[config.mk]
export PLATFORM = sky130hd
export DESIGN_NAME = length_prefix_stream_deframer_top_flat
export DESIGN_NICKNAME = d
export VERILOG_FILES = /design/src/hdl/lpd_pkg.sv /design/src/hdl/lpd_if.sv /design/src/hdl/lpd_frame_tracker.sv /design/src/hdl/length_prefix_stream_deframer_top.sv /design/src/flat_wrapper.sv
export SDC_FILE = /design/constraint.sdc
export NUM_CORES = 1
export LEC_CHECK = 0
export BUFFER_PORTS_ARGS = -buffer_cell sky130_fd_sc_hd__buf_2
export CORE_ASPECT_RATIO = 0.7
export CORE_MARGIN = 3
export CORE_UTILIZATION = 50
export DETAILED_ROUTE_END_ITERATION = 8
export PLACE_DENSITY_LB_ADDON = 0.08
export SLEW_MARGIN = 20
export SYNTH_ARGS = -nofsm -noshare
export SYNTH_HDL_FRONTEND = slang
export SYNTH_HIERARCHICAL = 1
export SYNTH_SLANG_ARGS = --single-unit
[constraint.sdc]
create_clock -name clk -period 4.7 [get_ports clk]
set_input_delay 0.235 -clock clk [delete_from_list [all_inputs] [get_ports clk]]
set_output_delay 0.235 -clock clk [all_outputs]
set_load 0.01 [all_outputs]
[src/hdl/lpd_pkg.sv]
// shared types, constants and helpers of the length prefix stream deframer
// no dependencies
package lpd_pkg;

  // payload length field width; prefix values must fit in this many bits
  localparam int LENGTH_BITS = 24;
  localparam int PREFIX_BYTES = 4;

  typedef logic [2:0] count_t;
  typedef logic [LENGTH_BITS-1:0] len_t;

  // prefix_count value meaning the prefix is done and payload bytes follow
  localparam count_t PAYLOAD_PHASE = count_t'(PREFIX_BYTES);
  localparam logic [1:0] LAST_PREFIX_POS = 2'(PREFIX_BYTES - 1);

  typedef struct packed {
    logic [7:0] out_byte;
    logic       in_prefix;
    logic       frame_start;
    logic       frame_end;
    len_t       frame_length;
    logic       malformed;
  } result_t;

  // true if prefix byte pos (0 = most significant) has a bit at or above LENGTH_BITS
  function automatic logic byte_too_big(logic [1:0] pos, logic [7:0] b);
    int   lo;
    logic r;
    lo = 24 - 8 * int'(pos);
    if (LENGTH_BITS <= lo) begin
      r = (b != 8'd0);
    end else if (LENGTH_BITS >= lo + 8) begin
      r = 1'b0;
    end else begin
      r = ((b >> (LENGTH_BITS - lo)) != 8'd0);
    end
    return r;
  endfunction

endpackage

[src/hdl/lpd_if.sv]
// valid/ready channel interfaces for the deframer input bytes and results
// depends on lpd_pkg
interface lpd_rx_if;
  logic       valid;
  logic       ready;
  logic [7:0] rx_byte;

  modport source (output valid, output rx_byte, input ready);
  modport sink (input valid, input rx_byte, output ready);
endinterface

interface lpd_res_if;
  import lpd_pkg::*;
  logic       valid;
  logic       ready;
  logic [7:0] out_byte;
  logic       in_prefix;
  logic       frame_start;
  logic       frame_end;
  len_t       frame_length;
  logic       malformed;

  modport source (output valid, output out_byte, output in_prefix, output frame_start,
                  output frame_end, output frame_length, output malformed, input ready);
  modport sink (input valid, input out_byte, input in_prefix, input frame_start,
                input frame_end, input frame_length, input malformed, output ready);
endinterface

[src/hdl/lpd_frame_tracker.sv]
// framing state: prefix position, length assembly, payload countdown, sticky error
// depends on lpd_pkg
module lpd_frame_tracker
  import lpd_pkg::*;
(
  input  logic       clk,
  input  logic       rst,
  input  logic       accept,
  input  logic [7:0] rx_byte,
  output logic       emit,
  output result_t    result
);

  count_t prefix_count, prefix_count_next;
  len_t   length_accum, length_accum_next;
  len_t   payload_left, payload_left_next;
  logic   broken, broken_next;

  logic [1:0] pos;
  len_t       acc_base;
  len_t       acc_new;
  len_t       left_dec;

  assign pos      = prefix_count[1:0];
  assign acc_base = (pos == 2'd0) ? '0 : length_accum;
  assign acc_new  = {acc_base[LENGTH_BITS-9:0], rx_byte};
  assign left_dec = payload_left - len_t'(1);

  always_comb begin
    prefix_count_next = prefix_count;
    length_accum_next = length_accum;
    payload_left_next = payload_left;
    broken_next       = broken;
    emit              = !broken;
    result            = '0;
    result.out_byte   = rx_byte;

    if (!broken) begin
      if (prefix_count < PAYLOAD_PHASE) begin
        result.in_prefix   = 1'b1;
        result.frame_start = (pos == 2'd0);
        if (byte_too_big(pos, rx_byte)) begin
          result.malformed  = 1'b1;
          broken_next       = 1'b1;
          prefix_count_next = '0;
          length_accum_next = '0;
          payload_left_next = '0;
        end else begin
          length_accum_next = acc_new;
          if (pos == LAST_PREFIX_POS) begin
            result.frame_length = acc_new;
            payload_left_next   = acc_new;
            if (acc_new == '0) begin
              result.frame_end  = 1'b1;
              prefix_count_next = '0;
            end else begin
              prefix_count_next = PAYLOAD_PHASE;
            end
          end else begin
            prefix_count_next = prefix_count + count_t'(1);
          end
        end
      end else begin
        result.frame_length = length_accum;
        payload_left_next   = left_dec;
        if (left_dec == '0) begin
          result.frame_end  = 1'b1;
          prefix_count_next = '0;
        end
      end
    end
  end

  always_ff @(posedge clk) begin
    if (rst) begin
      prefix_count <= '0;
      length_accum <= '0;
      payload_left <= '0;
      broken       <= 1'b0;
    end else if (accept) begin
      prefix_count <= prefix_count_next;
      length_accum <= length_accum_next;
      payload_left <= payload_left_next;
      broken       <= broken_next;
    end
  end

endmodule

[src/hdl/length_prefix_stream_deframer_top.sv]
// top level of the length prefix stream deframer: framing tracker plus result register
// depends on lpd_pkg, lpd_if and lpd_frame_tracker
//
// Splits a byte stream into messages, each a four-byte big-endian length
// prefix followed by that many payload bytes. Every byte comes back out with
// markers: in_prefix on the four prefix bytes, frame_start on the first one,
// frame_end on the last byte of the message (the last prefix byte when the
// length is zero), and frame_length from the last prefix byte onward. The
// length must fit in 24 bits, so a nonzero first prefix byte is malformed: that
// byte is returned with malformed set and frame_length zero, and from then on
// every byte is taken and dropped with no result until reset. Throughput is one
// byte per clock, each result registered; the only limit is the single result
// register, which takes a new byte whenever it is empty or being drained in the
// same cycle.
module length_prefix_stream_deframer_top
  import lpd_pkg::*;
(
  input  logic      clk,
  input  logic      rst,
  lpd_rx_if.sink    rx,
  lpd_res_if.source res
);

  logic    accept;
  logic    emit;
  result_t result;

  // result register
  logic    out_valid;
  result_t out_data;

  // take a byte whenever the result register is free or drains this cycle
  assign rx.ready = !out_valid || res.ready;
  assign accept   = rx.valid && rx.ready;

  lpd_frame_tracker u_tracker (
    .clk     (clk),
    .rst     (rst),
    .accept  (accept),
    .rx_byte (rx.rx_byte),
    .emit    (emit),
    .result  (result)
  );

  always_ff @(posedge clk) begin
    if (rst) begin
      out_valid <= 1'b0;
    end else if (accept) begin
      // dropped bytes after an error leave the register empty
      out_valid <= emit;
    end else if (res.ready) begin
      out_valid <= 1'b0;
    end
  end

  // payload only; qualified by out_valid
  always_ff @(posedge clk) begin
    if (accept && emit) begin
      out_data <= result;
    end
  end

  assign res.valid        = out_valid;
  assign res.out_byte     = out_data.out_byte;
  assign res.in_prefix    = out_data.in_prefix;
  assign res.frame_start  = out_data.frame_start;
  assign res.frame_end    = out_data.frame_end;
  assign res.frame_length = out_data.frame_length;
  assign res.malformed    = out_data.malformed;

  // an error result is always a prefix byte with no length and no frame end
  a_malformed_prefix: assert property (@(posedge clk) disable iff (rst)
    out_valid && out_data.malformed |-> out_data.in_prefix && !out_data.frame_end
      && out_data.frame_length == '0)
    else $error("malformed result not shaped as a prefix byte");

  // nothing comes out after the error request has been taken
  a_silent_after_error: assert property (@(posedge clk) disable iff (rst)
    out_valid && res.ready && out_data.malformed |=> !out_valid)
    else $error("result emitted after malformed stream");

  // a frame start carries no decoded length yet
  a_start_no_length: assert property (@(posedge clk) disable iff (rst)
    out_valid && out_data.frame_start |-> out_data.in_prefix && out_data.frame_length == '0)
    else $error("frame start with length");

  // a frame ending on a payload byte has a nonzero length
  a_payload_end_length: assert property (@(posedge clk) disable iff (rst)
    out_valid && out_data.frame_end && !out_data.in_prefix |-> out_data.frame_length != '0)
    else $error("payload frame end with zero length");

endmodule

[src/flat_wrapper.sv]
// flat-port wrapper written by rule: the top's interface ports become plain ports
module length_prefix_stream_deframer_top_flat import lpd_pkg::*;
  (clk, rst, rx_valid, rx_rx_byte, rx_ready, res_valid, res_out_byte, res_in_prefix, res_frame_start, res_frame_end, res_frame_length, res_malformed, res_ready);
  lpd_rx_if rx_i ();
  lpd_res_if res_i ();
  input  logic clk;
  input  logic rst;
  input wire logic [$bits(rx_i.valid)-1:0] rx_valid;
  input wire logic [$bits(rx_i.rx_byte)-1:0] rx_rx_byte;
  output wire logic [$bits(rx_i.ready)-1:0] rx_ready;
  output wire logic [$bits(res_i.valid)-1:0] res_valid;
  output wire logic [$bits(res_i.out_byte)-1:0] res_out_byte;
  output wire logic [$bits(res_i.in_prefix)-1:0] res_in_prefix;
  output wire logic [$bits(res_i.frame_start)-1:0] res_frame_start;
  output wire logic [$bits(res_i.frame_end)-1:0] res_frame_end;
  output wire logic [$bits(res_i.frame_length)-1:0] res_frame_length;
  output wire logic [$bits(res_i.malformed)-1:0] res_malformed;
  input wire logic [$bits(res_i.ready)-1:0] res_ready;
  assign rx_i.valid = rx_valid;
  assign rx_i.rx_byte = rx_rx_byte;
  assign rx_ready = rx_i.ready;
  assign res_valid = res_i.valid;
  assign res_out_byte = res_i.out_byte;
  assign res_in_prefix = res_i.in_prefix;
  assign res_frame_start = res_i.frame_start;
  assign res_frame_end = res_i.frame_end;
  assign res_frame_length = res_i.frame_length;
  assign res_malformed = res_i.malformed;
  assign res_i.ready = res_ready;
  length_prefix_stream_deframer_top u_core (.clk(clk), .rst(rst), .rx(rx_i), .res(res_i));
endmodule
# After elaboration in Yosys (flattened, before gate mapping)
# Index checks and enable logic that the tools add are counted.
[word_totals] input_bits=12 output_inout_bits=38 reg_bits=89
[classes] n_shift=1 order_cmp=3 bitwise=2 muxes=25 n_reduce_logical=16 addsub=5 eq_ne=2
[ops] op="24-bit two-way mux" count=4
[ops] op="25-bit two-way mux" count=3
[ops] op="24-bit logical NOT" count=2
[ops] op="8-bit by 32-bit right shift with 8-bit output" count=1
[ops] op="24-bit by 1-bit subtractor with 24-bit output, second input constant" count=1
[ops] op="16-bit two-way mux" count=1
[ops] op="8-bit nonzero test" count=2
[ops] op="3-bit two-way mux" count=5
[ops] op="1-bit two-way mux" count=11
[ops] op="3-bit AND reduction" count=3
[ops] op="6-bit by 5-bit adder with 7-bit output, second input constant" count=1
[ops] op="6-bit by 7-bit greater-or-equal comparator with 1-bit output, first input constant" count=1
[ops] op="6-bit by 6-bit subtractor with 7-bit output, first input constant" count=1
[ops] op="6-bit less-or-equal comparator, first input constant" count=1
[ops] op="5-bit by 5-bit subtractor with 6-bit output, first input constant" count=1
[ops] op="2-bit nonzero test" count=2
[ops] op="3-bit by 1-bit adder with 3-bit output, second input constant" count=1
[ops] op="3-bit less-than comparator, second input constant" count=1
[ops] op="3-bit by 1-bit inequality test with 1-bit output, second input constant" count=1
[ops] op="2-bit == test, second input constant" count=1
[ops] op="1-bit logical AND" count=2
[ops] op="1-bit logical NOT" count=2
[ops] op="2-bit logical NOT" count=1
[ops] op="2-bit two-way mux" count=1
[ops] op="3 further kinds" count=4

# Depth between registers and ports, before layout
[logic_depth] depth_word=11 mapped_depth=10 depth_no_buf=9

# Cells and area by module
# The synthesis kept the hierarchy.
[by_module_without_submodules] mod="lpd_frame_tracker" area_per_inst_um2=3344.5 cells_per_inst=460 seq_area_each_um2=1041.0 n_inst=1
[by_module_without_submodules] mod="length_prefix_stream_deframer_top" area_per_inst_um2=1148.6 cells_per_inst=42 seq_area_each_um2=1101.1 n_inst=1

# Worst setup path after synthesis
# No wires, ideal clock.
[synth_path] path_type="register to register" from="reg u_core.u_tracker.payload_left[10]" to="reg u_core.out_data, in the netlist u_core/res.frame_end, data pin" stages_incl_launch_ff=10 required_ns=4.446 path_slack_ns=2.238 t_arrival_ns=2.208 n_path_buf=2 path_cell_list="dfxtp_1 > buf_6 > or4_4 > buf_6 > or2_4 > or4_4 > and4b_4 > nand4_4 > nor3_1 > o21a_1"
[synth_via] elab_chain_len=4
[synth_lines] element="start, declared" line="lpd_frame_tracker.sv:16" source="len_t payload_left, payload_left_next;"
[synth_lines] element="start signal, assigned" line="lpd_frame_tracker.sv:83" source="payload_left <= payload_left_next;"
[synth_lines] element="24-bit by 1-bit subtractor with 24-bit output" line="lpd_frame_tracker.sv:27" source="assign left_dec = payload_left - len_t'(1);"
[synth_lines] element="24-bit logical NOT" line="lpd_frame_tracker.sv:66" source="if (left_dec == '0) begin"
[synth_lines] element="1-bit two-way mux" line="lpd_frame_tracker.sv:66"
[synth_lines] element="25-bit two-way mux" line="lpd_frame_tracker.sv:39" source="if (prefix_count < PAYLOAD_PHASE) begin"
[synth_lines] element="end signal, assigned" line="length_prefix_stream_deframer_top.sv:59" source="out_data <= result;"
[synth_lines] element="end, declared" line="length_prefix_stream_deframer_top.sv:30" source="result_t out_data;"
# Every way passes these cells.
# A chain may end at the register's enable or synchronous reset.

# Worst setup path after layout
[layout_path] from="reg u_core.u_tracker.prefix_count[0]" to="reg u_core.u_tracker.payload_left[5]"
[layout_via] elab_chain_len=10
[layout_lines] element="start, declared" line="lpd_frame_tracker.sv:14" source="count_t prefix_count, prefix_count_next;"
[layout_lines] element="start signal, assigned" line="lpd_frame_tracker.sv:81" source="prefix_count <= prefix_count_next;"
[layout_lines] element="5-bit by 5-bit subtractor with 6-bit output" line="lpd_pkg.sv:29" source="lo = 24 - 8 * int'(pos);"
[layout_lines] element="6-bit by 6-bit subtractor with 7-bit output" line="lpd_pkg.sv:35" source="r = ((b >> (LENGTH_BITS - lo)) != 8'd0);"
[layout_lines] element="8-bit by 32-bit right shift with 8-bit output" line="lpd_pkg.sv:35"
[layout_lines] element="8-bit nonzero test" line="lpd_pkg.sv:35"
[layout_lines] element="1-bit two-way mux" line="lpd_pkg.sv:32" source="end else if (LENGTH_BITS >= lo + 8) begin"
[layout_lines] element="1-bit two-way mux" line="lpd_pkg.sv:30" source="if (LENGTH_BITS <= lo) begin"
[layout_lines] element="1-bit two-way mux" line="lpd_frame_tracker.sv:39"
[layout_lines] element="1-bit two-way mux" line="lpd_frame_tracker.sv:38" source="if (!broken) begin"
[layout_lines] element="3-bit by 1-bit inequality test with 1-bit output (no source line) / 24-bit two-way mux (equally long branches)"
[layout_lines] element="3-bit AND reduction (no source line) / 24-bit two-way mux (equally long branches)"
# Parallel ways exist; a longest one is shown, timed or not. The select of a mux whose other input is x is not followed.

==> results.cfg <==
[run_status]
status = completed

[worst_setup_path]
r2r_cells = 11
crit_path_start = u_core/u_tracker/prefix_count[0]$_SDFFE_PP0P_
critical_path_arrival_ps = 3110
path_depth = 11
cp_top_family = compound AO/OA/AOI/OAI gates
r2r_slack_ps = 1770
cp-start-kind = flip-flop
r2r-start = u_core/u_tracker/prefix_count[0]$_SDFFE_PP0P_
required_ps = 4890
critPathBufInv = 3
cp-endpoint = u_core/u_tracker/payload_left[5]$_SDFFE_PP0P_
r2r-end = u_core/u_tracker/payload_left[5]$_SDFFE_PP0P_
worstSetupPathType = flip-flop to flip-flop
cp_slowest_stage_delay_ps = 480
critPathSlowestCell = o2bb2ai_1
cp-end-kind = flip-flop
crit_chain = inv_1 > ha_1 > nor3b_1 > o2bb2ai_1 > buf_4 > nand2_1 > o21ai_1 > buf_4 > nor2_1 > a222oi_1 > nor2_1
critical_path_peak_fanout = 25

[timing]
period_share_pct = 62.2
clock_skew_ps = 6.04
setup_ws_ps = 1770
relSlewSlack_pct = 30.3
tightest_slew_ps = 1040
finalCriticalPeriod_ps = 2930
fmax_mhz = 342
hold_viol = 0
finalSetupViolCount = 0
slew_viol_final = 0
holdWs_ps = 164
setup_tns_ps = 0
rsz0062_at_grt = false

[placed_design]
io_buffers = 49
placed_area_sq_mm = 0.00473
place.gp.congestion = 0.941
dpl.cell_count = 633
dp_hpwl_microns = 8120
post-place-ws_ps = 1890

[min_path]
hp-class = input port to flip-flop
hold_path_startpoint = rx_rx_byte[2]

[grt]
grt_pass1_wl_microns = 19000
grt-ovfl-total = 0
grt_util_all_layers_pct = 23.3
grt_pass1_vias = 3723
grt_max_degree = 56
antenna_found_initial = 0

[routing]
drcViolationCount = 0
drtIter0Drc = 347
drt-wirelength-per-cell_microns = 18.4
routed_via_density = 6.24
vias = 4052
firstDrtPassIters = 5
wirelength_microns = 11900
final_antenna_net_count = 0

[clocking]
cts_buffer_depth = 2
clockRootBuffer = clkbuf_16
cts_tree = built
cts_resized = 0
clk_pin_slew_ps = 70
clock-sinks = 89
hold_buffers = 0
cts_setup_buffers = 0
htreeDepth = 3
clock_latency_ps = 340
cts_made_buffers = 9

[yosys]
syn_inst = 502
yosysMostFrequentCell = nor2_1
synth_area_leaders = edfxtp_1 (24%), dfxtp_1 (24%), nor2_1 (6.4%)
ys_seq_elements = 89
avgSynthCellArea_sq_um = 8.95
synthesis.nets = 519
synthFlopType = dfxtp_1
yosysSeqAreaShare_pct = 47.7
synthArstFlopShare_pct = 0
synth.distinct_cells = 62
yosys_warnings = 6
synth-edff-count = 36
synth_area_sq_mm = 0.00449
synthTopCellsByCount = nor2_1 (77), dfxtp_1 (53), a22oi_1 (38), nand2_1 (38), edfxtp_1 (36)
synth_top_area_cell = edfxtp_1
synth_top_area_share_pct = 24.1

[final_layout]
final_net_count = 541
fillers = 752
stdcell_count = 649
fin_area_sq_mm = 0.00503
area_growth_syn_to_layout_pct = 12.0
ff_latch_area_sq_mm = 0.00214
num_antenna_cells = 0
drive_gt1_share_pct = 16.4
multi_input_area_sq_mm = 0.00210

[run]
drv_cap = 0

[power]
ir_drop_uv = 261
leakagePower_uw = 0.00178
power_per_cell_area_mw_per_mm2 = 362

[floorplanning]
core_area_sq_mm = 0.00858
rows = 28
die_h_microns = 85.3
start_util_pct = 52.3
io_pins = 50
die_w_microns = 119
die-area_sq_mm = 0.0102
## worst register-to-register path, cell delays in order, from the launching register on
cell	delay, ps
dfxtp_1	400
inv_1	110
ha_1	200
nor3b_1	150
o2bb2ai_1	480
buf_4	290
nand2_1	140
o21ai_1	170
buf_4	300
nor2_1	160
a222oi_1	310
nor2_1	70
## cells by family (layout without fill, tap and decap cells)
| group | after synthesis | in the layout | share of synthesized area, % |
|---|---|---|---|
| fa+ha+maj | 5 | 5 | 1.39 |
| mux | 1 | 1 | 0.223 |
| buf+inv | 56 | 83 | 5.74 |
| compound gates | 142 | 142 | 20.9 |
| xor+xnor | 5 | 5 | 0.975 |
| flops | 89 | 89 | 47.7 |
| simple gates | 204 | 204 | 23.1 |
## state kept, by name, indices dropped and copies added, names as in the netlist, 3 cells and up
signal,flops
u_core/res.out_byte,8
u_core/u_tracker/length_accum,24
u_core/u_tracker/payload_left,24
u_core/u_tracker/prefix_count,3
u_core/res.frame_length,24
## per-layer routing
| metal | up-vias | routed length, microns | global-route usage, % |
|---|---|---|---|
| met5 | - | 0 | 0 |
| met2 | 194 | 5280 | 35.2 |
| met4 | 0 | 135 | 6.55 |
| met3 | 11 | 905 | 4.13 |
| li1 | 1909 | - | - |
| met1 | 1938 | 5610 | 34.5 |
## how the worst min path moves through the flow
stage,endpoint,slack (ps),cells past startpoint
6_report,u_core/res.out_byte[2]$_DFFE_PP_,160,1
2_1_floorplan,u_core/res.valid$_SDFFE_PP0P_,300,1
3_3_place_gp,u_core/u_tracker/length_accum[23]$_SDFFE_PP0P_,470,2
3_5_place_dp,u_core/u_tracker/length_accum[23]$_SDFFE_PP0P_,490,2
5_1_grt,u_core/res.out_byte[7]$_DFFE_PP_,160,1
4_1_cts,u_core/res.out_byte[2]$_DFFE_PP_,150,1
## power by group
part | total, uW | leakage [uW] | internal, uW | switching (uW)
Clock | 727 | 0.000146 | 418 | 309
Combinational | 242 | 0.000860 | 80.9 | 161
Sequential | 852 | 0.000778 | 832 | 20.6
Total | 1820 | 0.00178 | 1330 | 491
## cell usage in the layout (no fill, tap or decap), types with 5 or more instances in the layout
cell type and instances:
nor4_1 16, dfxtp_1 53, edfxtp_1 36, buf_4 6, nor3_1 14, o31ai_1 6
nand2_1 38, nor2_1 77, clkbuf_16 9, nand3_1 19, inv_1 11, a31oi_1 9
a22oi_1 38, a21oi_1 31, buf_2 49, ha_1 5, or3_1 5, o21ai_0 24
## through the flow
stage,util (%),total power [uW]
floorplan,-,1040
global placement,55.1,1100
detailed placement,55.1,1110
CTS,58.6,1830
global route,58.6,1880
finish,58.6,1820
## layout make-up
class                      instances  share of cell area, %
clock buffer                       9                   4.48
tap                              120                   2.98
inverter                          12                  0.895
clock inverter                     7                   1.57
multi-input combinational        357                   41.7
timing repair buffer              55                   5.77
sequential                        89                   42.6
(Power assumes the default switching activity.)
